--- src/sv/pcanc_pkg.sv ---
`timescale 1ns / 1ps
// ----------------------------------------------------------------------------
// PCA projection nearest centroid package
// Shared constants, codes, operation word and helper functions.
// ----------------------------------------------------------------------------
package pcanc_pkg;

	localparam int DEF_MAX_DIMS       = 512;
	localparam int DEF_MAX_COMPONENTS = 8;
	localparam int DEF_MAX_CLUSTERS   = 8;

	localparam int IDX_W = 12;
	localparam int VAL_W = 24;
	localparam int CFG_DATA_W = 10;

	typedef enum logic [1:0] {
		CMD_MEAN   = 2'd0,
		CMD_WEIGHT = 2'd1,
		CMD_CENT   = 2'd2,
		CMD_SAMPLE = 2'd3
	} cmd_t;

	typedef enum logic [1:0] {
		CFG_DIMS     = 2'd0,
		CFG_COMPS    = 2'd1,
		CFG_CLUSTERS = 2'd2,
		CFG_NONE     = 2'd3
	} cfg_idx_t;

	typedef struct packed {
		logic [9:0] dims;
		logic [3:0] comps;
		logic [3:0] clusters;
	} cfg_t;

	// One classified word passed from the front to the back.
	typedef struct packed {
		cmd_t                    kind;
		logic [IDX_W-1:0]        addr;
		logic signed [VAL_W-1:0] data;
		logic                    in_range;
		logic                    last;
	} op_t;

	function automatic logic signed [15:0] sat16(input logic signed [VAL_W-1:0] v);
		logic signed [15:0] r;
		if (v > 24'sd32767) r = 16'sh7fff;
		else if (v < -24'sd32768) r = 16'sh8000;
		else r = v[15:0];
		return r;
	endfunction

	// Round half up to Q11.12, then saturate to 24 bits.
	function automatic logic signed [23:0] to_q11_12(input logic signed [47:0] s);
		logic signed [48:0] t;
		logic signed [36:0] q;
		logic signed [23:0] r;
		t = 49'(s) + 49'sd2048;
		q = 37'(t >>> 12);
		if (q > 37'sd8388607) r = 24'sh7fffff;
		else if (q < -37'sd8388608) r = 24'sh800000;
		else r = q[23:0];
		return r;
	endfunction

endpackage

--- src/sv/pcanc_if.sv ---
`timescale 1ns / 1ps
// ----------------------------------------------------------------------------
// PCA projection nearest centroid channels
// Sample/command input, result output and configuration write channels.
// ----------------------------------------------------------------------------
interface pcanc_in_if;
	logic        valid;
	logic        ready;
	logic [1:0]  command;
	logic [11:0] entry_index;
	logic signed [23:0] entry_value;
	logic        last_element;
	modport source (output valid, command, entry_index, entry_value, last_element,
		input ready);
	modport sink (input valid, command, entry_index, entry_value, last_element,
		output ready);
endinterface


--- src/sv/pcanc_front.sv ---
`timescale 1ns / 1ps
// ----------------------------------------------------------------------------
// PCA projection nearest centroid front
// Accept words, saturate non-centroid values, range check addresses, push to the queue.
// ----------------------------------------------------------------------------
module pcanc_front import pcanc_pkg::*; #(
	parameter int MAX_DIMS       = DEF_MAX_DIMS,
	parameter int MAX_COMPONENTS = DEF_MAX_COMPONENTS,
	parameter int MAX_CLUSTERS   = DEF_MAX_CLUSTERS
) (
	pcanc_in_if.sink sample_in,
	input  cfg_t     cfg,
	input  logic     q_full,
	output logic     push,
	output op_t      push_op
);
	localparam int WDEPTH = MAX_COMPONENTS * MAX_DIMS;
	localparam int CDEPTH = MAX_CLUSTERS * MAX_COMPONENTS;

	cmd_t cmd;
	logic keep;
	logic [31:0] idx32;

	assign cmd   = cmd_t'(sample_in.command);
	assign idx32 = 32'(sample_in.entry_index);

	always_comb begin
		push_op.kind     = cmd;
		push_op.addr     = sample_in.entry_index;
		push_op.last     = sample_in.last_element;
		push_op.in_range = (idx32 < 32'(cfg.dims)) && (idx32 < 32'(MAX_DIMS));
		push_op.data     = 24'(sat16(sample_in.entry_value));
		keep             = 1'b1;
		case (cmd)
			CMD_MEAN:   keep = idx32 < 32'(MAX_DIMS);
			CMD_WEIGHT: keep = idx32 < 32'(WDEPTH);
			CMD_CENT: begin
				keep         = idx32 < 32'(CDEPTH);
				push_op.data = sample_in.entry_value;
			end
			CMD_SAMPLE: keep = 1'b1;
			default:    keep = 1'b0;
		endcase
	end

	// Drop out-of-range loads here; they never reach the back.
	assign sample_in.ready = !q_full;
	assign push = sample_in.valid && !q_full && keep;
endmodule

--- src/flat_wrapper.sv ---
// flat-port wrapper written by rule: the top's interface ports become plain ports
module pcanc_front_flat import pcanc_pkg::*;
#(
	parameter int MAX_DIMS       = DEF_MAX_DIMS,
	parameter int MAX_COMPONENTS = DEF_MAX_COMPONENTS,
	parameter int MAX_CLUSTERS   = DEF_MAX_CLUSTERS
)
  (cfg, q_full, push, push_op, sample_in_valid, sample_in_command, sample_in_entry_index, sample_in_entry_value, sample_in_last_element, sample_in_ready);
  pcanc_in_if sample_in_i ();
  input  cfg_t cfg;
  input  logic q_full;
  output logic push;
  output op_t push_op;
  input wire logic [$bits(sample_in_i.valid)-1:0] sample_in_valid;
  input wire logic [$bits(sample_in_i.command)-1:0] sample_in_command;
  input wire logic [$bits(sample_in_i.entry_index)-1:0] sample_in_entry_index;
  input wire logic [$bits(sample_in_i.entry_value)-1:0] sample_in_entry_value;
  input wire logic [$bits(sample_in_i.last_element)-1:0] sample_in_last_element;
  output wire logic [$bits(sample_in_i.ready)-1:0] sample_in_ready;
  assign sample_in_i.valid = sample_in_valid;
  assign sample_in_i.command = sample_in_command;
  assign sample_in_i.entry_index = sample_in_entry_index;
  assign sample_in_i.entry_value = sample_in_entry_value;
  assign sample_in_i.last_element = sample_in_last_element;
  assign sample_in_ready = sample_in_i.ready;
  pcanc_front #(.MAX_DIMS(MAX_DIMS), .MAX_COMPONENTS(MAX_COMPONENTS), .MAX_CLUSTERS(MAX_CLUSTERS)) u_core (.sample_in(sample_in_i), .cfg(cfg), .q_full(q_full), .push(push), .push_op(push_op));
endmodule
--- config.mk ---
export PLATFORM = sky130hd
export DESIGN_NAME = pcanc_front_flat
export DESIGN_NICKNAME = d
export VERILOG_FILES = /design/src/sv/pcanc_pkg.sv /design/src/sv/pcanc_if.sv /design/src/sv/pcanc_front.sv /design/src/flat_wrapper.sv
export SDC_FILE = /design/constraint.sdc
export NUM_CORES = 1
export LEC_CHECK = 0
export ABC_CLOCK_PERIOD_IN_PS = 1500
export BUFFER_PORTS_ARGS = -buffer_cell sky130_fd_sc_hd__buf_2
export CORE_MARGIN = 4
export CORE_UTILIZATION = 29
export DETAILED_ROUTE_END_ITERATION = 16
export GPL_TIMING_DRIVEN = 0
export PLACE_DENSITY_LB_ADDON = 0.08
export SLEW_MARGIN = 20
export SYNTH_ARGS = -nofsm -noshare
export SYNTH_HDL_FRONTEND = slang
export SYNTH_SLANG_ARGS = --single-unit
--- constraint.sdc ---
create_clock -name vclk -period 1.5
set_clock_uncertainty 0.15 [all_clocks]
set_input_delay 0.3 -clock vclk [all_inputs]
set_output_delay 0.3 -clock vclk [all_outputs]
set_load 0.02 [all_outputs]
### Word-level counts from Yosys, hierarchy flattened

Index checks and enable logic that the tools add are counted.

* eq/ne operators: 3
* reductions and logical operators: 5
* mux-type cells: 4
* magnitude comparators: 6

Operators with widths (count)
* $mux 16: 2
* $gt 24x16->1 const B: 1
* $lt 24x16->1 const B: 1
* $mux 24: 1
* $lt 12x13->1 const B: 1
* $lt 12x10->1: 1
* $lt 12x10->1 const B: 1
* $lt 12x7->1 const B: 1
* $eq 2x2->1 const B: 2
* $pmux 1 s4: 1
* $logic_and 1x1->1: 3
* $eq 2x1->1 const B: 1
* $logic_not 2->1: 1
* $logic_not 1->1: 1

* output and inout bits: 42
* register bits after elaboration: 0
* word-level logic and storage cells: 18
* input bits: 59

### Logic depth before layout (Yosys ltp)

Gate-level depths: netlist (run 1).

* word-level depth: 4
* gate-level depth with buffers: 7
* mapped depth without buffers: 6

### Least setup slack after synthesis (run 1)

OpenSTA, ideal clock, no wires.

* kind: in2out
* start: in sample_in_command[1]
* end: out push_op[10] (netlist bit)
* path buffers: 2
* required time: 1.050 ns
* data arrival time: 1.202 ns
* setup slack: -0.152 ns
* cell stages on the path: 5
* cell sequence: nor2b_4 -> buf_6 -> a211oi_2 -> buf_6 -> a21o_1

RTL lines
* start: declaration: line flat_wrapper.sv:15 `input wire logic [$bits(sample_in_i.command)-1:0] sample_in_command;`
* end: declaration: line flat_wrapper.sv:13 `output op_t push_op;`

==> run metrics, run 1 <==
status complete, but fails checks; fin crit period approximately 1.8 ns; Tot Pwr ~0.66 mW; failing checks setup timing; top post-synthesis cells by count buf_4 (15), a21o_2 (13), a21o_1 (10), inv_1 (10), ha_1 (9); Iteration-0 DRC Markers 26; Synth Area per Inst between 7 and 8 um2; Final Setup Violations 25; Rows 17; routed vias/inst 4.636; mux contribution to synthesized area 0%; worst setup path end push_op[1]; total grt overflow 0; initial antenna violation count 0; Area Growth Syn to Fin 155.0%; die area 0.003242 mm2; main combinational cell family by area after synthesis compound AO/OA/AOI/OAI gates; worst-path fanout max 3; post-detail-place hpwl just under 2000 um; worst-margin pin slew about 0.36 ns; Seq/Total Area, Yosys 0%; first-pass GRT wire length around 4300 um; CP Class primary input to primary output; cell taking the most area after synthesis a21o_2; cell count after synthesis 89; CTS Hold Buffers Added 0; final wirelength between 2000 and 3000 um; Setup crit end kind primary output; post-synthesis adder-cell area fraction between 10% and 20%; crit path DAT ~1.4 ns; Core Util, Final between 70% and 80%; cell chain of the critical path buf_4 -> ha_4 -> and4_1 -> o2111ai_2 -> and3b_2 -> buf_6; setup TNS -4.642 ns; fin. max-slew vios 0; via count about 1000; detailed-route DRC error count 0; CP startpoint kind primary input; YS warnings 0; top cell type's share of synthesized area approximately 16%; vias in the first global route between 1000 and 1500; DIE WIDTH around 57 um; Starting Density 30.80%; Design Area, Final 0.001770 mm2; Pre-antenna DRT Iters 4; pin count of the biggest net entering global routing 9; Die Ht between 50 and 60 um; P per Cell Area around 370 mW/mm2; I/O Pins ~100; DR WL/cell around 14 um; CLK BUF 0; # Max-Cap Violations 0; Post-Synthesis Cell Area 694.4 um2; crit path from sample_in_entry_index[6]; Max stage delay cell, worst path ha_4; Fillers about 160; Compound-Gate Fraction of Synth Area about 40%; Pleak around 0.94 nW; Seq cells 0; largest cells by area after synthesis a21o_2 (16%), buf_4 (16%), ha_1 (16%); slew margin rel. between 70% and 80%; RSZ-0062 raised after global routing yes; Synth cell types 24; final worst setup slack -0.2964 ns; Tcrit/Tclk final 119.8%; post-route ant nets 0; Synth Net Count about 160; Synth Area in Simple Gates between 10% and 20%; n_diodes 0; cell area after placement 0.001234 mm2; Fmax ~0.56 GHz; fraction of layout cells with a size suffix above 1 just over 80%; Req. time, crit path approximately 1.1 ns; GP Congestion roughly 0.76; Fin Hold WS between 0.6 and 0.7 ns; HP Class primary input to primary output; global-route usage over all layers between 15 and 20%; post-synthesis xor/xnor area fraction 0%; Hold Violations, Final 0; FF+latch area 0 um2; VDD IR max 0.2795 mV; Worst path max stage delay roughly 0.26 ns; Port Buffers 92; Nets ~260; core area around 0.0023 mm2; most used standard cell by instance count after synthesis buf_4
==> worst min-delay path by stage <==
stage	from	endpoint	slack (ns)	depth (start not counted)
3_5_place_dp	sample_in_last_element	push_op[0]	0.67	2
6_report	sample_in_last_element	push_op[0]	0.67	2
3_3_place_gp	sample_in_last_element	push_op[0]	0.67	2
5_1_grt	sample_in_last_element	push_op[0]	0.68	2
2_1_floorplan	q_full	push	0.50	1
4_1_cts	sample_in_last_element	push_op[0]	0.67	2
==> cell type report <==
cell class | instances | area, um2 | area share (%)
tap | 28 | 35.03 | 1.979
timing repair buffer | 105 | 844.6 | 47.70
buffer | 18 | 138.9 | 7.845
multi-input combinational | 59 | 711.9 | 40.21
inverter | 10 | 40.04 | 2.261
==> power by group <==
part / internal (mW) / switching (mW) / total [mW]
Combinational: 0.360 / 0.297 / 0.658
Sequential: 0 / 0 / 0
Clock: 0 / 0 / 0
Total: 0.360 / 0.297 / 0.658
==> logic make-up (layout without fill, tap and decap cells) <==
family / count (synthesis) / in the layout
AO/OA/AOI/OAI: 34 / 34
buffers and inverters: 30 / 133
AND/OR/NAND/NOR: 16 / 16
adder cells (fa/ha/maj): 9 / 9
==> per-layer routing <==
| metal | part of all wire, % | GRT usage, % |
|---|---|---|
| met4 | 0 | 0 |
| met5 | 0 | 0 |
| met3 | 8.9 | 2.715 |
| met2 | 57 | 32.79 |
| met1 | 34 | 17.30 |
==> critical path: cells and delay by family <==
family | cells | cell delay [ns]
simple gates | 2 | 0.43
fa+ha+maj | 1 | 0.26
buf+inv | 2 | 0.26
compound gates | 1 | 0.09
==> metrics by stage <==
step	worst slack [ns]	std cells
floorplan	-0.1511	89
global placement	-0.4048	209
detailed placement	-0.4205	209
CTS	-0.3581	216
global route	-0.3505	220
finish	-0.2964	220
==> placed cells by master, fill, tap and decap left out, types with 2 or more instances in the layout <==
| master | n |
|---|---|
| buf_2 | 51 |
| buf_6 | 41 |
| buf_4 | 25 |
| a21o_4 | 12 |
| a21o_1 | 10 |
| inv_1 | 5 |
| ha_4 | 5 |
| buf_8 | 5 |
| inv_2 | 4 |
| ha_1 | 4 |
| a21oi_1 | 3 |
| nor2b_4 | 2 |
| nand4_1 | 2 |
| nor4_4 | 2 |
| nor3_4 | 2 |
| o21ai_1 | 2 |
==> repair_timing <==
item                                    in CTS  in global routing
resized for setup                           83                 36
gates cloned                                 2                  0
hold endpoints to repair                     0                  0
pin swaps                                   14                 13
endpoints found under the setup margin      25                 25
setup buffers                                6                  5
Note: power is estimated with default switching activity, not from simulation.
==> inputs of run 2 (changes only) <==
--- a/config.mk
+++ b/config.mk
@@ -7,6 +7,7 @@
 export LEC_CHECK = 0
 export ABC_CLOCK_PERIOD_IN_PS = 1500
 export BUFFER_PORTS_ARGS = -buffer_cell sky130_fd_sc_hd__buf_2
+export CORE_ASPECT_RATIO = 1.2
 export CORE_MARGIN = 4
 export CORE_UTILIZATION = 29
 export DETAILED_ROUTE_END_ITERATION = 16
==> run metrics, run 2 (synthesis results as in run 1) <==
worst-margin pin slew ~0.4 ns; n_diodes 0; Tcrit/Tclk final 119.6%; initial antenna violation count 0; DIE WIDTH 52.67 um; Req. time, crit path between 1 and 1.5 ns; Pleak ~0.9 nW; post-detail-place hpwl 2087 um; P per Cell Area 367.3 mW/mm2; pin count of the biggest net entering global routing 9; commonest non-fill, non-tap cell in the layout buf_2; Area Growth Syn to Fin 138.9%; # Max-Cap Violations 0; Iteration-0 DRC Markers 11; core area ~0.0023 mm2; cell area after placement approximately 0.0012 mm2; global-route usage over all layers between 15 and 20%; Hold Violations, Final 0; total grt overflow 0; die area about 0.0032 mm2; Pre-antenna DRT Iters 4; CTS Hold Buffers Added 0; vias in the first global route 1033; CP startpoint kind primary input; CP Class primary input to primary output; worst-path fanout max 3; post-route ant nets 0; DR WL/cell between 10 and 15 um; Rows 19; Fillers approximately 180; slew margin rel. between 70% and 80%; fraction of layout cells with a size suffix above 1 78.84%; final worst setup slack -0.2940 ns; Fin Hold WS between 0.6 and 0.7 ns; CLK BUF 0; Final Setup Violations 25; Seq cells 0; Fmax roughly 0.56 GHz; Design Area, Final about 0.0017 mm2; commonest cells after routing, fill and taps aside buf_2 (56), buf_6 (36), buf_4 (21); setup TNS -5.149 ns; Setup crit end kind primary output; FF+latch area 0 um2; HP Class primary input to primary output; Tot Pwr ~0.61 mW; via count 992; fin crit period about 1.8 ns; fin. max-slew vios 0; Die Ht between 60 and 70 um; GP Congestion 0.6165; I/O Pins 101; first-pass GRT wire length between 4000 and 5000 um; multi-input logic area 645.6 um2; RSZ-0062 raised after global routing yes; status complete, but fails checks; crit path DAT 1.34 ns; Port Buffers 92; failing checks setup timing; routed vias/inst between 4 and 5; Starting Density a little under a third; final wirelength about 2800 um; VDD IR max roughly 0.27 mV; detailed-route DRC error count 0; Nets 259
[run 2: final timing paths]
path | from | end | slack (ns) | cells after the start
min | sample_in_last_element | push_op[0] | 0.67 | 2
max | sample_in_entry_index[7] | push_op[1] | -0.29 | 6
[run 2: where the power goes]
group          total [mW]  leakage [nW]  internal (mW)  switching [mW]
Clock                   0             0              0               0
Combinational       0.609         0.916          0.331           0.278
Sequential              0             0              0               0
[run 2: layer usage]
metal / part of all wire (%) / routed length [um] / track usage (%)
met5: 0 / 0 / 0
met4: 0.36 / 10 / 1.095
met3: 8.3 / 232 / 2.179
met2: 55 / 1539 / 37.94
met1: 36 / 996 / 16.43
[run 2: cell type report]
| type | count | share of cell area (%) |
|---|---|---|
| inverter | 10 | 2.262 |
| multi-input combinational | 59 | 38.91 |
| timing repair buffer | 102 | 48.11 |
| tap | 31 | 2.338 |
| buffer | 18 | 8.371 |
[run 2: worst max-delay path, stage by stage]
cell and delay, ns:
buf_2 0.12, ha_1 0.28, and4_1 0.19, o2111ai_1 0.10
and3b_2 0.23, buf_6 0.13
[run 2: per-stage QoR]
step           util [%]  setup slack (ns)  instances
4_1_cts           70.23           -0.3170        219
3_5_place_dp      54.22           -0.4271        212
5_1_grt           72.70           -0.3522        220
3_3_place_gp      54.22           -0.4197        212
6_report          72.70           -0.2940        220
2_1_floorplan         -           -0.1511         89
[run 2: what timing repair did]
action / in CTS / in global routing
pin swaps: 15 / 3
setup endpoints to repair: 25 / 25
gates resized for setup: 88 / 11
gates cloned: 2 / 0
buffers inserted: 6 / 2
==> inputs of run 3 (changes only) <==
--- a/config.mk
+++ b/config.mk
@@ -5,10 +5,11 @@
 export SDC_FILE = /design/constraint.sdc
 export NUM_CORES = 1
 export LEC_CHECK = 0
+export ABC_AREA = 1
 export ABC_CLOCK_PERIOD_IN_PS = 1500
 export BUFFER_PORTS_ARGS = -buffer_cell sky130_fd_sc_hd__buf_2
 export CORE_ASPECT_RATIO = 1.2
-export CORE_MARGIN = 4
+export CORE_MARGIN = 8
 export CORE_UTILIZATION = 29
 export DETAILED_ROUTE_END_ITERATION = 16
 export GPL_TIMING_DRIVEN = 0
==> run metrics, run 3 <==
GP Congestion ~0.7; wire length on met3 between 200 and 300 um; cell chain of the critical path buf_8 -> inv_4 -> nand2_2 -> nor3_2 -> nand2_1 -> nand3_4 -> buf_6 -> nand2_2 -> buf_6; Tcrit/Tclk final 112.4%; Iteration-0 DRC Markers 20; HP Class primary input to primary output; Final Setup Violations 16; commonest non-fill, non-tap cell in the layout buf_2; status complete, but fails checks; most used standard cell by instance count after synthesis nand2_1; Synth cell types 16; final wirelength ~3500 um; Port Buffers 92; crit path DAT roughly 1.2 ns; sequential fraction of design power 0%; # Max-Cap Violations 0; via count 1193; detailed-route DRC error count 0; commonest cells after routing, fill and taps aside buf_2 (60), buf_6 (30), nand2_1 (25); CP Class primary input to primary output; slew margin rel. between 80% and 90%; VDD IR max between 0.2 and 0.25 mV; largest cells by area after synthesis nand2_1 (29%), buf_4 (15%), ha_1 (15%); fin. max-slew vios 0; crit path from sample_in_entry_value[20]; CP startpoint kind primary input; Seq cells 0; Max stage delay cell, worst path nor3_2; Pre-antenna DRT Iters 4; die area around 0.0044 mm2; final worst setup slack -0.1861 ns; Post-Synthesis Cell Area approximately 730 um2; worst-path fanout max 5; Fmax 0.5931 GHz; cell area after placement between 0.001 and 0.0015 mm2; P per Cell Area 362.2 mW/mm2; CTS Hold Buffers Added 0; Hold Path Sink push_op[0]; routed vias/inst 4.402; post-route ant nets 0; FF+latch area 0 um2; fraction of layout cells with a size suffix above 1 a little under 80%; Req. time, crit path between 1 and 1.5 ns; Rows 20; total grt overflow 0; vias in the first global route between 1000 and 1500; first-pass GRT wire length approximately 5200 um; Synth Net Count slightly above 200; internal power between 0.3 and 0.4 mW; RSZ-0062 raised after global routing yes; YS warnings 0; fin crit period roughly 1.7 ns; Switch Pwr 0.3448 mW; Sw Ratio ~51%; Synth Area per Inst about 5.3 um2; Tot Pwr 0.6775 mW; n_diodes 0; Setup crit end kind primary output; worst-margin pin slew ~0.18 ns; Design Area, Final approximately 0.0019 mm2; worst hold start sample_in_last_element; cell count after synthesis about 140; initial antenna violation count 0; Metal-1 WL approximately 1200 um; Nets 308; DIE WIDTH 61.79 um; pin count of the biggest net entering global routing 9; Pleak approximately 1.0 nW; core area ~0.0025 mm2; Starting Density between 20% and 30%; Comb power frac between 90% and 100%; DR WL/cell 12.93 um; Seq/Total Area, Yosys 0%; I/O Pins about 100; Hold Path Depth 2; Max Used Layer met4; CLK BUF 0; global-route usage over all layers 14.07%; failing checks setup timing; top post-synthesis cells by count nand2_1 (57), inv_1 (21), buf_4 (15); post-detail-place hpwl between 2000 and 2500 um; Die Ht between 70 and 80 um; Met2 Routed Length ~2000 um; Area Growth Syn to Fin 156.4%; Clk pwr share 0%; Worst path max stage delay roughly 0.17 ns; Hold Violations, Final 0; cell taking the most area after synthesis nand2_1; top cell type's share of synthesized area 29.33%
==> run 3: stage by stage <==
stage / TNS (ns) / hold WS, ns / instances / utilization, % / worst slack [ns]
after global routing: -3.771 / 0.6833 / 271 / 76.28 / -0.2518
after detailed placement: -2.246 / 0.6714 / 262 / 52.60 / -0.2673
after CTS: -1.757 / 0.6712 / 269 / 68.78 / -0.1972
after floorplan: 0 / 0.5320 / 137 / - / 0.0008299
final: -2.756 / 0.6689 / 271 / 76.28 / -0.1861
after global placement: -1.915 / 0.6725 / 262 / 52.60 / -0.2320
==> run 3: metal layers <==
metal / up-vias / GRT usage [%]
met1: 534 / 14.17
met4: 0 / 1.015
li1: 604 / -
met2: 53 / 28.37
met3: 2 / 2.541
met5: - / 0
==> run 3: cell type report <==
| cell class | count | area, um2 |
|---|---|---|
| Timing Repair Buffer | 102 | 790.8 |
| Inverter | 24 | 107.6 |
| Tap cell | 33 | 41.29 |
| Fill cell | 194 | 581.8 |
| Multi-Input combinational cell | 95 | 799.5 |
| Buffer | 17 | 131.4 |
==> run 3: critical path, delay by kind of cell <==
kind	cells	cell delay (ns)
and+or+nand+nor	5	0.51
buffers and inverters	4	0.41
==> run 3: timing repair <==
item / 4_1_cts / 5_1_grt
pin swaps: 17 / 23
gates resized for setup: 87 / 45
endpoints found under the setup margin: 21 / 18
setup buffers: 6 / 4
gates cloned: 2 / 0
==> run 3: power by group through the flow <==
stage	clock (mW)	sequential (mW)	combinational, mW
6_report	0	0	0.678
5_1_grt	0	0	0.727
4_1_cts	0	0	0.603
3_5_place_dp	0	0	0.452
3_3_place_gp	0	0	0.445
2_1_floorplan	0	0	0.274
==> run 3: worst max path at each step <==
stage / end / slack (ns) / cells past startpoint
finish: push_op[7] / -0.19 / 9
global route: push_op[1] / -0.25 / 11
floorplan: push_op[1] / 0.0008 / 7
CTS: push_op[1] / -0.20 / 9
global placement: push_op[1] / -0.23 / 8
detailed placement: push_op[1] / -0.27 / 8
==> run 3: cell families (layout without fill, tap and decap cells) <==
logic type,Yosys count,after routing,share of synthesized area [%]
buf+inv,42,143,32.42
compound gates,8,8,5.488
simple gates,78,78,46.66
fa+ha+maj,9,9,15.44
