==> src/sv/pcanc_pkg.sv <==
`timescale 1ns / 1ps
// ----------------------------------------------------------------------------
// PCA projection nearest centroid package
// Shared constants, codes, operation word and helper functions.
// ----------------------------------------------------------------------------
package pcanc_pkg;

	localparam int DEF_MAX_DIMS       = 512;
	localparam int DEF_MAX_COMPONENTS = 8;
	localparam int DEF_MAX_CLUSTERS   = 8;

	localparam int IDX_W = 12;
	localparam int VAL_W = 24;
	localparam int CFG_DATA_W = 10;

	typedef enum logic [1:0] {
		CMD_MEAN   = 2'd0,
		CMD_WEIGHT = 2'd1,
		CMD_CENT   = 2'd2,
		CMD_SAMPLE = 2'd3
	} cmd_t;

	typedef enum logic [1:0] {
		CFG_DIMS     = 2'd0,
		CFG_COMPS    = 2'd1,
		CFG_CLUSTERS = 2'd2,
		CFG_NONE     = 2'd3
	} cfg_idx_t;

	typedef struct packed {
		logic [9:0] dims;
		logic [3:0] comps;
		logic [3:0] clusters;
	} cfg_t;

	// One classified word passed from the front to the back.
	typedef struct packed {
		cmd_t                    kind;
		logic [IDX_W-1:0]        addr;
		logic signed [VAL_W-1:0] data;
		logic                    in_range;
		logic                    last;
	} op_t;

	function automatic logic signed [15:0] sat16(input logic signed [VAL_W-1:0] v);
		logic signed [15:0] r;
		if (v > 24'sd32767) r = 16'sh7fff;
		else if (v < -24'sd32768) r = 16'sh8000;
		else r = v[15:0];
		return r;
	endfunction

	// Round half up to Q11.12, then saturate to 24 bits.
	function automatic logic signed [23:0] to_q11_12(input logic signed [47:0] s);
		logic signed [48:0] t;
		logic signed [36:0] q;
		logic signed [23:0] r;
		t = 49'(s) + 49'sd2048;
		q = 37'(t >>> 12);
		if (q > 37'sd8388607) r = 24'sh7fffff;
		else if (q < -37'sd8388608) r = 24'sh800000;
		else r = q[23:0];
		return r;
	endfunction

endpackage

==> src/sv/pcanc_queue.sv <==
`timescale 1ns / 1ps
// ----------------------------------------------------------------------------
// PCA projection nearest centroid queue
// Two-word queue between front and back.
// ----------------------------------------------------------------------------
module pcanc_queue import pcanc_pkg::*; (
	input  logic clk,
	input  logic arst_n,
	input  logic push,
	input  op_t  push_op,
	input  logic pop,
	output logic full,
	output logic empty,
	output op_t  head
);
	op_t        mem_q [2];
	logic       wr_q;
	logic       rd_q;
	logic [1:0] cnt_q;

	assign full  = cnt_q == 2'd2;
	assign empty = cnt_q == 2'd0;
	assign head  = mem_q[rd_q];

	always_ff @(posedge clk) begin
		if (push) begin
			mem_q[wr_q] <= push_op;
		end
	end

	always_ff @(posedge clk or negedge arst_n) begin
		if (!arst_n) begin
			wr_q  <= 1'b0;
			rd_q  <= 1'b0;
			cnt_q <= 2'd0;
		end else begin
			if (push) wr_q <= !wr_q;
			if (pop) rd_q <= !rd_q;
			case ({push, pop})
				2'b10:   cnt_q <= cnt_q + 2'd1;
				2'b01:   cnt_q <= cnt_q - 2'd1;
				default: cnt_q <= cnt_q;
			endcase
		end
	end
endmodule

==> config.mk <==
export PLATFORM = sky130hd
export DESIGN_NAME = pcanc_queue
export DESIGN_NICKNAME = d
export VERILOG_FILES = /design/src/sv/pcanc_pkg.sv /design/src/sv/pcanc_queue.sv
export SDC_FILE = /design/constraint.sdc
export NUM_CORES = 1
export LEC_CHECK = 0
export BUFFER_PORTS_ARGS = -buffer_cell sky130_fd_sc_hd__buf_2
export CORE_ASPECT_RATIO = 1.75
export CORE_MARGIN = 2
export CORE_UTILIZATION = 50
export DETAILED_ROUTE_END_ITERATION = 8
export GPL_TIMING_DRIVEN = 0
export PLACE_DENSITY = 0.78
export SETUP_SLACK_MARGIN = 0.3
export SLEW_MARGIN = 0
export SYNTH_ARGS = -nofsm -noshare
export SYNTH_HDL_FRONTEND = slang
export SYNTH_SLANG_ARGS = --single-unit
==> constraint.sdc <==
create_clock -name clk -period 3.5 [get_ports clk]
set_input_delay 0 -clock clk [delete_from_list [all_inputs] [get_ports clk]]
set_output_delay 0 -clock clk [all_outputs]
set_load 0.01 [all_outputs]
# Word-level counts from Yosys, hierarchy flattened

Memories as Yosys holds them, arrays and structs flattened.
Cells that the tools add are included.

Register bits: 4
Memory bits (writable): 80
Input bits: 44
Output and inout port bits: 42
Word-level logic and storage cells: 16
Memories kept: 1

Memory list:

| memory | depth | bits a word | read ports | clocked after memory_dff | wr ports | RTL line          | text |
|---|---|---|---|---|---|---|---|
| mem_q  | 2     | 40          | 1          | 0                        | 1        | pcanc_queue.sv:16 | `op_t mem_q [2];` |

Add/sub/neg operators: 2
Equality and inequality tests: 3
Multiplexer cells: 3
Reduce and logical (&&, ||, !) cells: 4

Operators by type and width:

| cell                | number |
|---|---|
| $eq 2x2->1 const B  | 2 |
| $pmux 2 s2          | 1 |
| $add 2x1->2 const B | 1 |
| $eq 2x1->1 const B  | 1 |
| $logic_not 1->1     | 2 |
| $logic_not 2->1     | 1 |
| $mux 1              | 2 |
| $reduce_bool 2->1   | 1 |
| $sub 2x1->2 const B | 1 |

# Depth between registers and ports, before layout

Gate-level depths: netlist of the first run.

Depth after elaboration: 2
Gate-level depth with buffers: 5
Mapped depth without buffers: 5

# Least setup slack after synthesis of the first run

OpenSTA, ideal clock, no wires.

Kind: register -> register
Start point: register wr_q
End point: memory mem_q[0][0] in the netlist's numbering (enable)
Setup time: 438 ps
Arrival time: 2090 ps
Required time: 3062 ps
Path slack: 972 ps
Stages on the path, launching flop included: 2
Buffers on the path: 0
Clock period less this slack: 2528 ps
Path through: dfrtp_1 nor2_1

RTL lines:

| item                     | RTL line          | text |
|---|---|---|
| start: declaration       | pcanc_queue.sv:17 | `logic wr_q;` |
| start signal: assignment | pcanc_queue.sv:37 | `if (push) wr_q <= !wr_q;` |
| end: declaration         | pcanc_queue.sv:16 |  |

Straight into the memory's write port.

# Final worst setup path of the first run

Start point: register wr_q
End point: memory mem_q[0][9] in the netlist's numbering (enable)

Straight into the memory's write port.

==> results of run 1 <==
==> cells by family after synthesis <==
group	after synthesis	share of synthesized area, %
and+or+nand+nor	5	0.726
adders and majority gates	1	0.382
DFF	84	76.4
muxes	40	18.2
xor gates and xnor gates	5	1.34
buffers and inverters	6	2.90
==> registers in the layout, indices dropped and copies added, names as in the netlist <==
signal	cells
mem_q	80
cnt_q	2
rd_q	1
wr_q	1
==> synth_stat cells <==
cell,count
buf_12,4
and2_1,1
mux2_2,1
ha_1,1
inv_1,1
dfrtp_1,4
mux2_4,39
xor2_1,3
nor2_1,3
xnor2_1,2
nor2b_1,1
buf_6,1
edfxtp_1,80
==> metal layers <==
metal | vias to the layer above | routed length (um) | track usage, %
met5 | - | 0 | 0
met4 | 0 | 219 | 11.8
met3 | 19 | 269 | 4.97
met2 | 63 | 3350 | 31.4
met1 | 842 | 1930 | 17.4
li1 | 834 | - | -
==> cell type report <==
| type | instances | area [um2] |
|---|---|---|
| Sequential cell | 84 | 2500 |
| Clock inverter | 4 | 95.1 |
| Fill cell | 422 | 1780 |
| Clock buffer | 12 | 256 |
| Multi-Input combinational cell | 51 | 686 |
| Buffer | 5 | 91.3 |
| Tap cell | 82 | 103 |
| Inverter | 1 | 3.75 |
| Timing Repair Buffer | 131 | 921 |
==> worst max path at each step <==
stage / start / endpoint / slack, ps / cells after the start
finish: wr_q$_DFFE_PN0P_ / mem_q[0][9]$_DFFE_PP_ / 1970 / 2
global route: wr_q$_DFFE_PN0P_ / mem_q[0][17]$_DFFE_PP_ / 1870 / 2
CTS: wr_q$_DFFE_PN0P_ / mem_q[0][8]$_DFFE_PP_ / 1940 / 2
detailed placement: wr_q$_DFFE_PN0P_ / mem_q[0][20]$_DFFE_PP_ / 1930 / 2
global placement: wr_q$_DFFE_PN0P_ / mem_q[0][20]$_DFFE_PP_ / 100 / 1
floorplan: wr_q$_DFFE_PN0P_ / mem_q[0][0]$_DFFE_PP_ / 970 / 1
==> what timing repair did <==
| item | CTS | global route |
|---|---|---|
| resized for setup | 0 | 0 |
| hold buffers | 44 | 0 |
| hold endpoints to repair | 86 | 0 |
==> power groups by stage <==
stage / Sequential, mW / Clock, mW / Combinational, mW
finish: 1.41 / 1.07 / 1.19
floorplan: 1.41 / 0 / 0.808
global placement: 1.42 / 0 / 1.11
detailed placement: 1.43 / 0 / 1.17
global route: 1.43 / 1.14 / 1.27
CTS: 1.41 / 1.10 / 1.21
==> through the flow <==
step / setup WS (ps) / instances / total power [mW]
floorplan: 972 / 141 / 2.22
global route: 1870 / 370 / 3.84
global placement: 100 / 308 / 2.53
CTS: 1940 / 370 / 3.72
detailed placement: 1930 / 310 / 2.60
finish: 1970 / 370 / 3.68
==> impl_metrics.ini, run 1 <==
[run_status]
status = complete, no violations

[layout]
utilization_pct = 72.3
mostFrequentLayoutCell = buf_2
antennaDiodeCount = 0
nets = 328
final_cell_mix = 85 x buf_2, 80 x edfxtp_1, 44 x dlygate4sd3_1
layout-drive-gt1-share_pct = 51.7
fin_area_um2 = 4660
area_growth_pct = 42.3

[setup_path]
path_delay_family = simple AND/OR/NAND/NOR gates
arrival_ps = 1560
timing.rr.start = wr_q$_DFFE_PN0P_
max_stage_delay_ps = 550
critPathBufInv = 1
path_cells = nor2_4 -> buf_16
startpoint_type = flop
r2r_end = mem_q[0][9]$_DFFE_PP_
crit_path_top_delay_cell = nor2_4
path_max_fanout = 21
reg2reg_slack_ps = 1970
reg2reg_depth = 2
critPathKind = flop to flop
worstPathRequired_ps = 3530
crit_path_end_kind = flop

[yosys]
syn_area_per_cell_um2 = 23.2
yosys.area.top_type_share_pct = 73.4
syn_nets = 186
synth_cells = 141
ys_warn_count = 0
yosysTopAreaCell = edfxtp_1
ys_seq_elements = 84
synth_area_um2 = 3270
yosysSeqAreaShare_pct = 76.4
yosys-top-cells-area = edfxtp_1 73%, mux2_4 18%, dfrtp_1 3.1%
ys_types = 13

[power_and_ir_drop]
power_density_nw_per_um2 = 789
seqPwrFrac_pct = 38.3
pwr-share-comb_pct = 32.4
p_sw_mw = 0.935
leakage_nw = 1.92
p_int_mw = 2.74
vdd_ir_drop_max_mv = 0.499
p_sw_share_pct = 25.4
clockPowerShare_pct = 29.2

[timing]
slew_violations = 0
layout_worst_path_cycle_share_pct = 43.7
setup_viol = 0
finalHoldViolCount = 0
worst_hold_slack_ps = 391
worst_clock_skew_ps = 3.83
rsz0062_at_grt = no
tightest_slew_ps = 645
tns_ps = 0
slew_headroom_pct = 56.9
finalCriticalPeriod_ps = 1530
fmax_mhz = 653

[cts]
path_clk_slew_ps = 60
cts.sinks = 84
cts_setup_buffers = 0
cts_buffers = 9
clockBufferDepth = 2
clk_latency_ps = 330
h-tree-depth = 3
root_buffer = clkbuf_16
cts_tree = built

[die]
placementRows = 39
die-area_um2 = 7240
initial_utilization_pct = 50.8
core-area_um2 = 6440
pin_count = 86
die_x_um = 65.2
die_h_um = 111

[detailed_routing]
remaining_drc_errors = 0
drtPass1Iterations = 4
avgViaCountPerCell = 4.75
via_count = 1758
drtAntennaViolNets = 0
wl_um = 5770
wl_per_cell_um = 15.6
drt_iter0_markers = 81

[run]
drv_cap = 0

[global_route]
grt_max_degree = 22
grt_pass1_wl_um = 9270
grt_use_total_pct = 17.8
grt_overflow_total = 0
antenna_found_initial = 0
first_global_vias = 2060

[place]
place.gp.congestion = 0.704
hpwlAfterDp_um = 3530
port-buffer-count = 85
place_area_um2 = 3870

[hold_path]
hold_end = mem_q[0][30]$_DFFE_PP_
holdPathStages = 2
min_path_type = primary input to flop
hold_path.startpoint = push_op[30]
No activity file was read; power rests on OpenSTA's default activity.
==> inputs of run 2 (changes only) <==
--- a/config.mk
+++ b/config.mk
@@ -5,13 +5,14 @@
 export SDC_FILE = /design/constraint.sdc
 export NUM_CORES = 1
 export LEC_CHECK = 0
+export ABC_AREA = 1
 export BUFFER_PORTS_ARGS = -buffer_cell sky130_fd_sc_hd__buf_2
 export CORE_ASPECT_RATIO = 1.75
 export CORE_MARGIN = 2
-export CORE_UTILIZATION = 50
+export CORE_UTILIZATION = 47
 export DETAILED_ROUTE_END_ITERATION = 8
 export GPL_TIMING_DRIVEN = 0
-export PLACE_DENSITY = 0.78
+export PLACE_DENSITY = 0.77
 export SETUP_SLACK_MARGIN = 0.3
 export SLEW_MARGIN = 0
 export SYNTH_ARGS = -nofsm -noshare
==> constraint.sdc (replaced) <==
create_clock -name clk -period 1.3 [get_ports clk]
set_input_delay 0 -clock clk [delete_from_list [all_inputs] [get_ports clk]]
set_output_delay 0 -clock clk [all_outputs]
set_load 0.01 [all_outputs]
==> impl_metrics.ini, run 2 <==
[yosys]
ys_types = 12
synth_common_cells = 80 x edfxtp_1, 46 x inv_1, 45 x nand2_1, 40 x o21ai_2, 9 x buf_6
ys_seq_elements = 84
synth_area_um2 = 3360
synth_cells = 233
synth_edf_count = 80
yosys.area.top_type_share_pct = 71.6
syn_area_per_cell_um2 = 14.4
syn_nets = 278
ys_warn_count = 0
async_reset_ff_share_pct = 4.76
synth.most_common_cell = edfxtp_1
synth_ff_type = edfxtp_1
yosysTopAreaCell = edfxtp_1
yosysSeqAreaShare_pct = 74.5
yosys-top-cells-area = edfxtp_1 72%, o21ai_2 10%, inv_1 5.1%

[die]
die-area_um2 = 7860
core-area_um2 = 6910
placementRows = 40
initial_utilization_pct = 48.6
pin_count = 86
die_x_um = 67.9
die_h_um = 116

[global_route]
grt_use_total_pct = 20.9
first_global_vias = 2422
grt_max_degree = 13
grt_pass1_wl_um = 11400
grt_overflow_total = 0
antenna_found_initial = 0

[layout]
regMostFlops = mem_q
stdcell_count = 495
layout-drive-gt1-share_pct = 45.7
reg_top3 = mem_q (80), cnt_q (2)
nets = 451
mostFrequentLayoutCell = buf_2
area_growth_pct = 49.5
antennaDiodeCount = 0
nFillCells = 448
fin_area_um2 = 5020
largest_register_ffs = 80
final_cell_mix = 85 x buf_2, 80 x edfxtp_1, 44 x dlygate4sd3_1

[power_and_ir_drop]
leakage_nw = 2.16
power_density_nw_per_um2 = 2060
vdd_ir_drop_max_mv = 1.58

[setup_path]
timing.rr.start = wr_q$_DFFE_PN0P_
path_max_fanout = 10
worstPathRequired_ps = 1300
path_cells = buf_6 -> buf_6 -> o21ai_2 -> buf_2
setup.worst_path.start = rd_q$_DFFE_PN0P_
max_stage_delay_ps = 370
path_common_cell = buf_6
arrival_ps = 1320
startpoint_type = flop
path_delay_family = buffers and inverters
critPathBufInv = 3
crit_path_end_kind = primary output
critPathKind = flop to primary output
crit_path_top_delay_cell = dfrtp_1

[run]
drv_cap = 0

[timing]
layout_worst_path_cycle_share_pct = 102
slew_violations = 0
fmax_mhz = 755
setup_viol = 5
finalHoldViolCount = 0
tightest_slew_ps = 230
rsz0062_at_grt = yes
slew_headroom_pct = 84.6
finalCriticalPeriod_ps = 1320
worst_clock_skew_ps = 3.51
setup_ws_ps = -24.7

[place]
port-buffer-count = 85
place.gp.congestion = 0.704
place_area_um2 = 3900
dp.cells = 402
hpwlAfterDp_um = 4100

[cts]
root_buffer = clkbuf_16
path_clk_slew_ps = 60
cts_tree = built
cts_buffers = 9
h-tree-depth = 3
clk_latency_ps = 330
cts.sinks = 84
clockBufferDepth = 2

[detailed_routing]
wl_um = 7690
via_count = 2309
drtPass1Iterations = 4
remaining_drc_errors = 0
drt_iter0_markers = 96
wl_per_cell_um = 15.5
drtAntennaViolNets = 0
avgViaCountPerCell = 4.66

[run_status]
violations = negative setup slack
status = finished with violations

[hold_path]
min_path_type = primary input to flop
hold_path.startpoint = pop
-- run 2: cell count changes after synthesis, sizes merged --
cell   previous run  this run
xnor2             2         1
buf               5         9
nand4             0         1
nor2b             1         0
o21ai             0        40
inv               1        46
nand3             0         1
mux2             40         0
xor2              3         2
nand2             0        45
and2              1         0
-- run 2: kinds of logic (layout without fill, tap and decap cells) --
group                    after synthesis  in the layout  synth area share [%]
AND/OR/NAND/NOR                       50             53                  5.70
buffers and inverters                 55            230                  8.16
AO/OA/AOI/OAI                         40             40                  10.4
XOR/XNOR                               3              3                 0.783
flip-flops                            84             84                  74.5
adder cells (fa/ha/maj)                1              1                 0.373
-- run 2: metal layers --
metal  GRT usage [%]  routed length, um  vias to the layer above
li1                -                  -                     1135
met1            20.2               2540                     1102
met2            39.3               4690                       62
met3            5.34                322                       10
met4            9.87                143                        0
met5               0                  0                        -
-- run 2: cell type report --
cell class,count,area [um2],share of cell area (%)
plain buffers,9,109,2.17
clock buffers,14,254,5.06
clock inverters,2,10.0,0.200
inverters,46,180,3.59
multi-input cells,97,663,13.2
flip-flops and latches,84,2500,49.9
well taps,84,105,2.09
repair buffers,156,1170,23.3
repair inverters,3,22.5,0.449
-- run 2: where the power goes --
part | switching [mW] | leakage [nW] | internal [mW]
Sequential | 0.172 | 0.797 | 3.60
Combinational | 2.32 | 1.24 | 1.94
Clock | 0.932 | 0.131 | 1.34
Total | 3.42 | 2.16 | 6.89
-- run 2: path summary, 6_finish.rpt --
check                                        end  slack [ps]  depth (start not counted)
max                                     head[26]         -20                          4
min                         cnt_q[0]$_DFFE_PN0P_          40                          3
max reg2reg                mem_q[0][8]$_DFFE_PP_         130                          3
min reg2reg                 cnt_q[1]$_DFFE_PN0P_         550                          2
max in group asynchronous       wr_q$_DFFE_PN0P_         480                          3
min in group asynchronous   cnt_q[1]$_DFFE_PN0P_         610                          3
-- run 2: per-stage QoR --
| stage | util (%) | setup slack (ps) | total power, mW | hold slack [ps] | setup TNS, ps |
|---|---|---|---|---|---|
| 6_report | 72.6 | -24.7 | 10.3 | 41.6 | -55.4 |
| 5_1_grt | 72.6 | -108 | 10.9 | 44.9 | -1880 |
| 3_5_place_dp | 56.5 | -500 | 7.14 | -186 | -38790 |
| 4_1_cts | 71.4 | -23.3 | 10.2 | 30.5 | -231 |
| 3_3_place_gp | 56.5 | -518 | 7.05 | -189 | -39650 |
| 2_1_floorplan | - | -142 | 5.97 | -296 | -10900 |
-- run 2: timing repair --
item	in CTS	in global routing
setup buffers	22	4
pin swaps	4	2
hold buffers	44	0
gates cloned	6	1
gates resized for setup	29	8
hold endpoints to repair	86	0
setup endpoints to repair	122	123
-- run 2: worst reg2reg max path: cells and delay by family, from the launching register on --
kind / cells / cell delay (ps)
buf+inv: 2 / 310
flops: 1 / 430
simple gates: 1 / 140
==> inputs of run 3 (changes only) <==
--- a/config.mk
+++ b/config.mk
@@ -11,8 +11,8 @@
 export CORE_MARGIN = 2
 export CORE_UTILIZATION = 47
 export DETAILED_ROUTE_END_ITERATION = 8
-export GPL_TIMING_DRIVEN = 0
 export PLACE_DENSITY = 0.77
+export REMOVE_ABC_BUFFERS = 1
 export SETUP_SLACK_MARGIN = 0.3
 export SLEW_MARGIN = 0
 export SYNTH_ARGS = -nofsm -noshare
==> impl_metrics.ini, run 3 (synthesis gave the netlist of run 2 again) <==
[timing]
slew_violations = 0
finalCriticalPeriod_ps = 1460
rsz0062_at_grt = yes
tightest_slew_ps = 214
setup_ws_ps = -157
fmax_mhz = 686
finalHoldViolCount = 0
tns_ps = -4330
slew_headroom_pct = 85.7
setup_viol = 40
worst_clock_skew_ps = 2.79
layout_worst_path_cycle_share_pct = 112

[setup_path]
critPathBufInv = 3
crit_path_top_delay_cell = dfrtp_4
path_max_fanout = 7
cp-endpoint = head[38]
max_stage_delay_ps = 500
crit_path_end_kind = primary output
critPathKind = flop to primary output
startpoint_type = flop
timing.rr.start = wr_q$_DFFE_PN0P_
cp_num_cells = 5
reg2reg_slack_ps = 20
worstPathRequired_ps = 1300
setup.worst_path.start = rd_q$_DFFE_PN0P_
path_cells = buf_6 -> clkbuf_16 -> nand2_1 -> o21ai_2 -> buf_2
path_delay_family = flip-flops
r2r_end = mem_q[0][9]$_DFFE_PP_
reg2reg_depth = 4
arrival_ps = 1460

[power_and_ir_drop]
p_sw_mw = 3.94
p_sw_share_pct = 32.7
clockPowerShare_pct = 21.7
pwr-share-comb_pct = 46.4
p_total_mw = 12.1
leakage_nw = 2.37
power_density_nw_per_um2 = 2200
vdd_ir_drop_max_mv = 1.58
p_int_mw = 8.13
seqPwrFrac_pct = 31.9

[cts]
h-tree-depth = 3
cts.sinks = 84
path_clk_slew_ps = 60
clk_latency_ps = 340
cts_buffers = 9
clockBufferDepth = 2
root_buffer = clkbuf_16
cts_tree = built

[place]
post-place-ws_ps = 130
place.gp.congestion = 0.718
hpwlAfterDp_um = 4050
port-buffer-count = 85

[global_route]
grt_overflow_total = 0
gr-usage-met1_pct = 23.6
grt_use_total_pct = 21.1
grt_pass1_wl_um = 11600
first_global_vias = 2314
top_usage_layer = met2
met3_usage_pct = 5.15
antenna_found_initial = 0
grtUsageMet2_pct = 36.3
grt_max_degree = 30

[die]
die-area_um2 = 7860
initial_utilization_pct = 48.6
die_h_um = 116
pin_count = 86
die_x_um = 67.9
placementRows = 40
core-area_um2 = 6910

[hold_path]
min_path_type = primary input to flop

[layout]
utilization_pct = 79.5
regMostFlops = mem_q
largest_register_ffs = 80
nFillCells = 356
layout-drive-gt1-share_pct = 52.7
mostFrequentLayoutCell = edfxtp_1
reg_top3 = mem_q (80), cnt_q (2)
final_cell_mix = 80 x edfxtp_1, 77 x buf_2, 44 x inv_1, 44 x dlygate4sd3_1, 32 x o21ai_2
area_growth_pct = 63.7
antennaDiodeCount = 0
nets = 450

[detailed_routing]
drtPass1Iterations = 4
wl_um = 8940
remaining_drc_errors = 0
drtAntennaViolNets = 0
drt_iter0_markers = 142
via_count = 2411
avgViaCountPerCell = 4.88
wl_per_cell_um = 18.1

[run]
drv_cap = 0

[run_status]
violations = negative setup slack
status = finished with violations
-- run 3: changes by cell type in the layout (fill, tap and decap cells not counted), sizes merged --
cell	previous run	this run
clkinv	2	5
nor2	6	3
inv	44	46
bufinv	0	2
clkinvlp	5	0
buf	120	121
clkbuf	15	14
-- run 3: cell type report --
class	count	area, um2	area share (%)
clock buffers	9	225	4.10
clock inverters	7	81.3	1.48
inverters	46	175	3.19
multi-input cells	94	756	13.8
flip-flops and latches	84	2510	45.6
well taps	84	105	1.91
repair buffers	170	1650	29.9
-- run 3: repair_timing --
item	4_1_cts	5_1_grt
hold buffers	44	0
resized for setup	26	60
gates cloned	8	8
pin swaps	4	27
setup buffers	14	5
setup endpoints to repair	118	123
hold endpoints to repair	86	0
-- run 3: power groups by stage --
| stage | Sequential (mW) | Combinational (mW) | Clock (mW) |
|---|---|---|---|
| final | 3.85 | 5.60 | 2.61 |
| after global routing | 3.89 | 5.90 | 2.77 |
| after CTS | 3.82 | 4.17 | 2.65 |
| after detailed placement | 3.84 | 3.10 | 0 |
| after global placement | 3.81 | 3.01 | 0 |
| after floorplan | 4.03 | 1.24 | 0 |
-- run 3: metal layers --
layer	vias up	wire, um
met5	-	0
met4	0	289
met3	19	354
met2	71	5010
met1	1190	3290
li1	1131	-
-- run 3: worst min-delay path by stage --
stage	startpoint	end	slack (ps)	cells after the start
global route	pop	cnt_q[0]$_DFFE_PN0P_	20	3
global placement	arst_n	cnt_q[1]$_DFFE_PN0P_	-190	1
finish	pop	cnt_q[0]$_DFFE_PN0P_	30	3
detailed placement	arst_n	cnt_q[1]$_DFFE_PN0P_	-190	1
CTS	pop	cnt_q[0]$_DFFE_PN0P_	10	3
floorplan	arst_n	cnt_q[0]$_DFFE_PN0P_	-300	0
-- run 3: metrics by stage --
stage | hold slack [ps] | area [um2] | instances
after global routing | 20.8 | 5490 | 494
after CTS | 14.9 | 5060 | 481
after global placement | -189 | 3880 | 399
after floorplan | -296 | 3260 | 224
after detailed placement | -190 | 3880 | 399
final | 27.4 | 5490 | 494
-- run 3: tightest hold or removal path: stages --
cell and delay [ps]:
buf_2 90, ha_1 160, xnor2_1 70
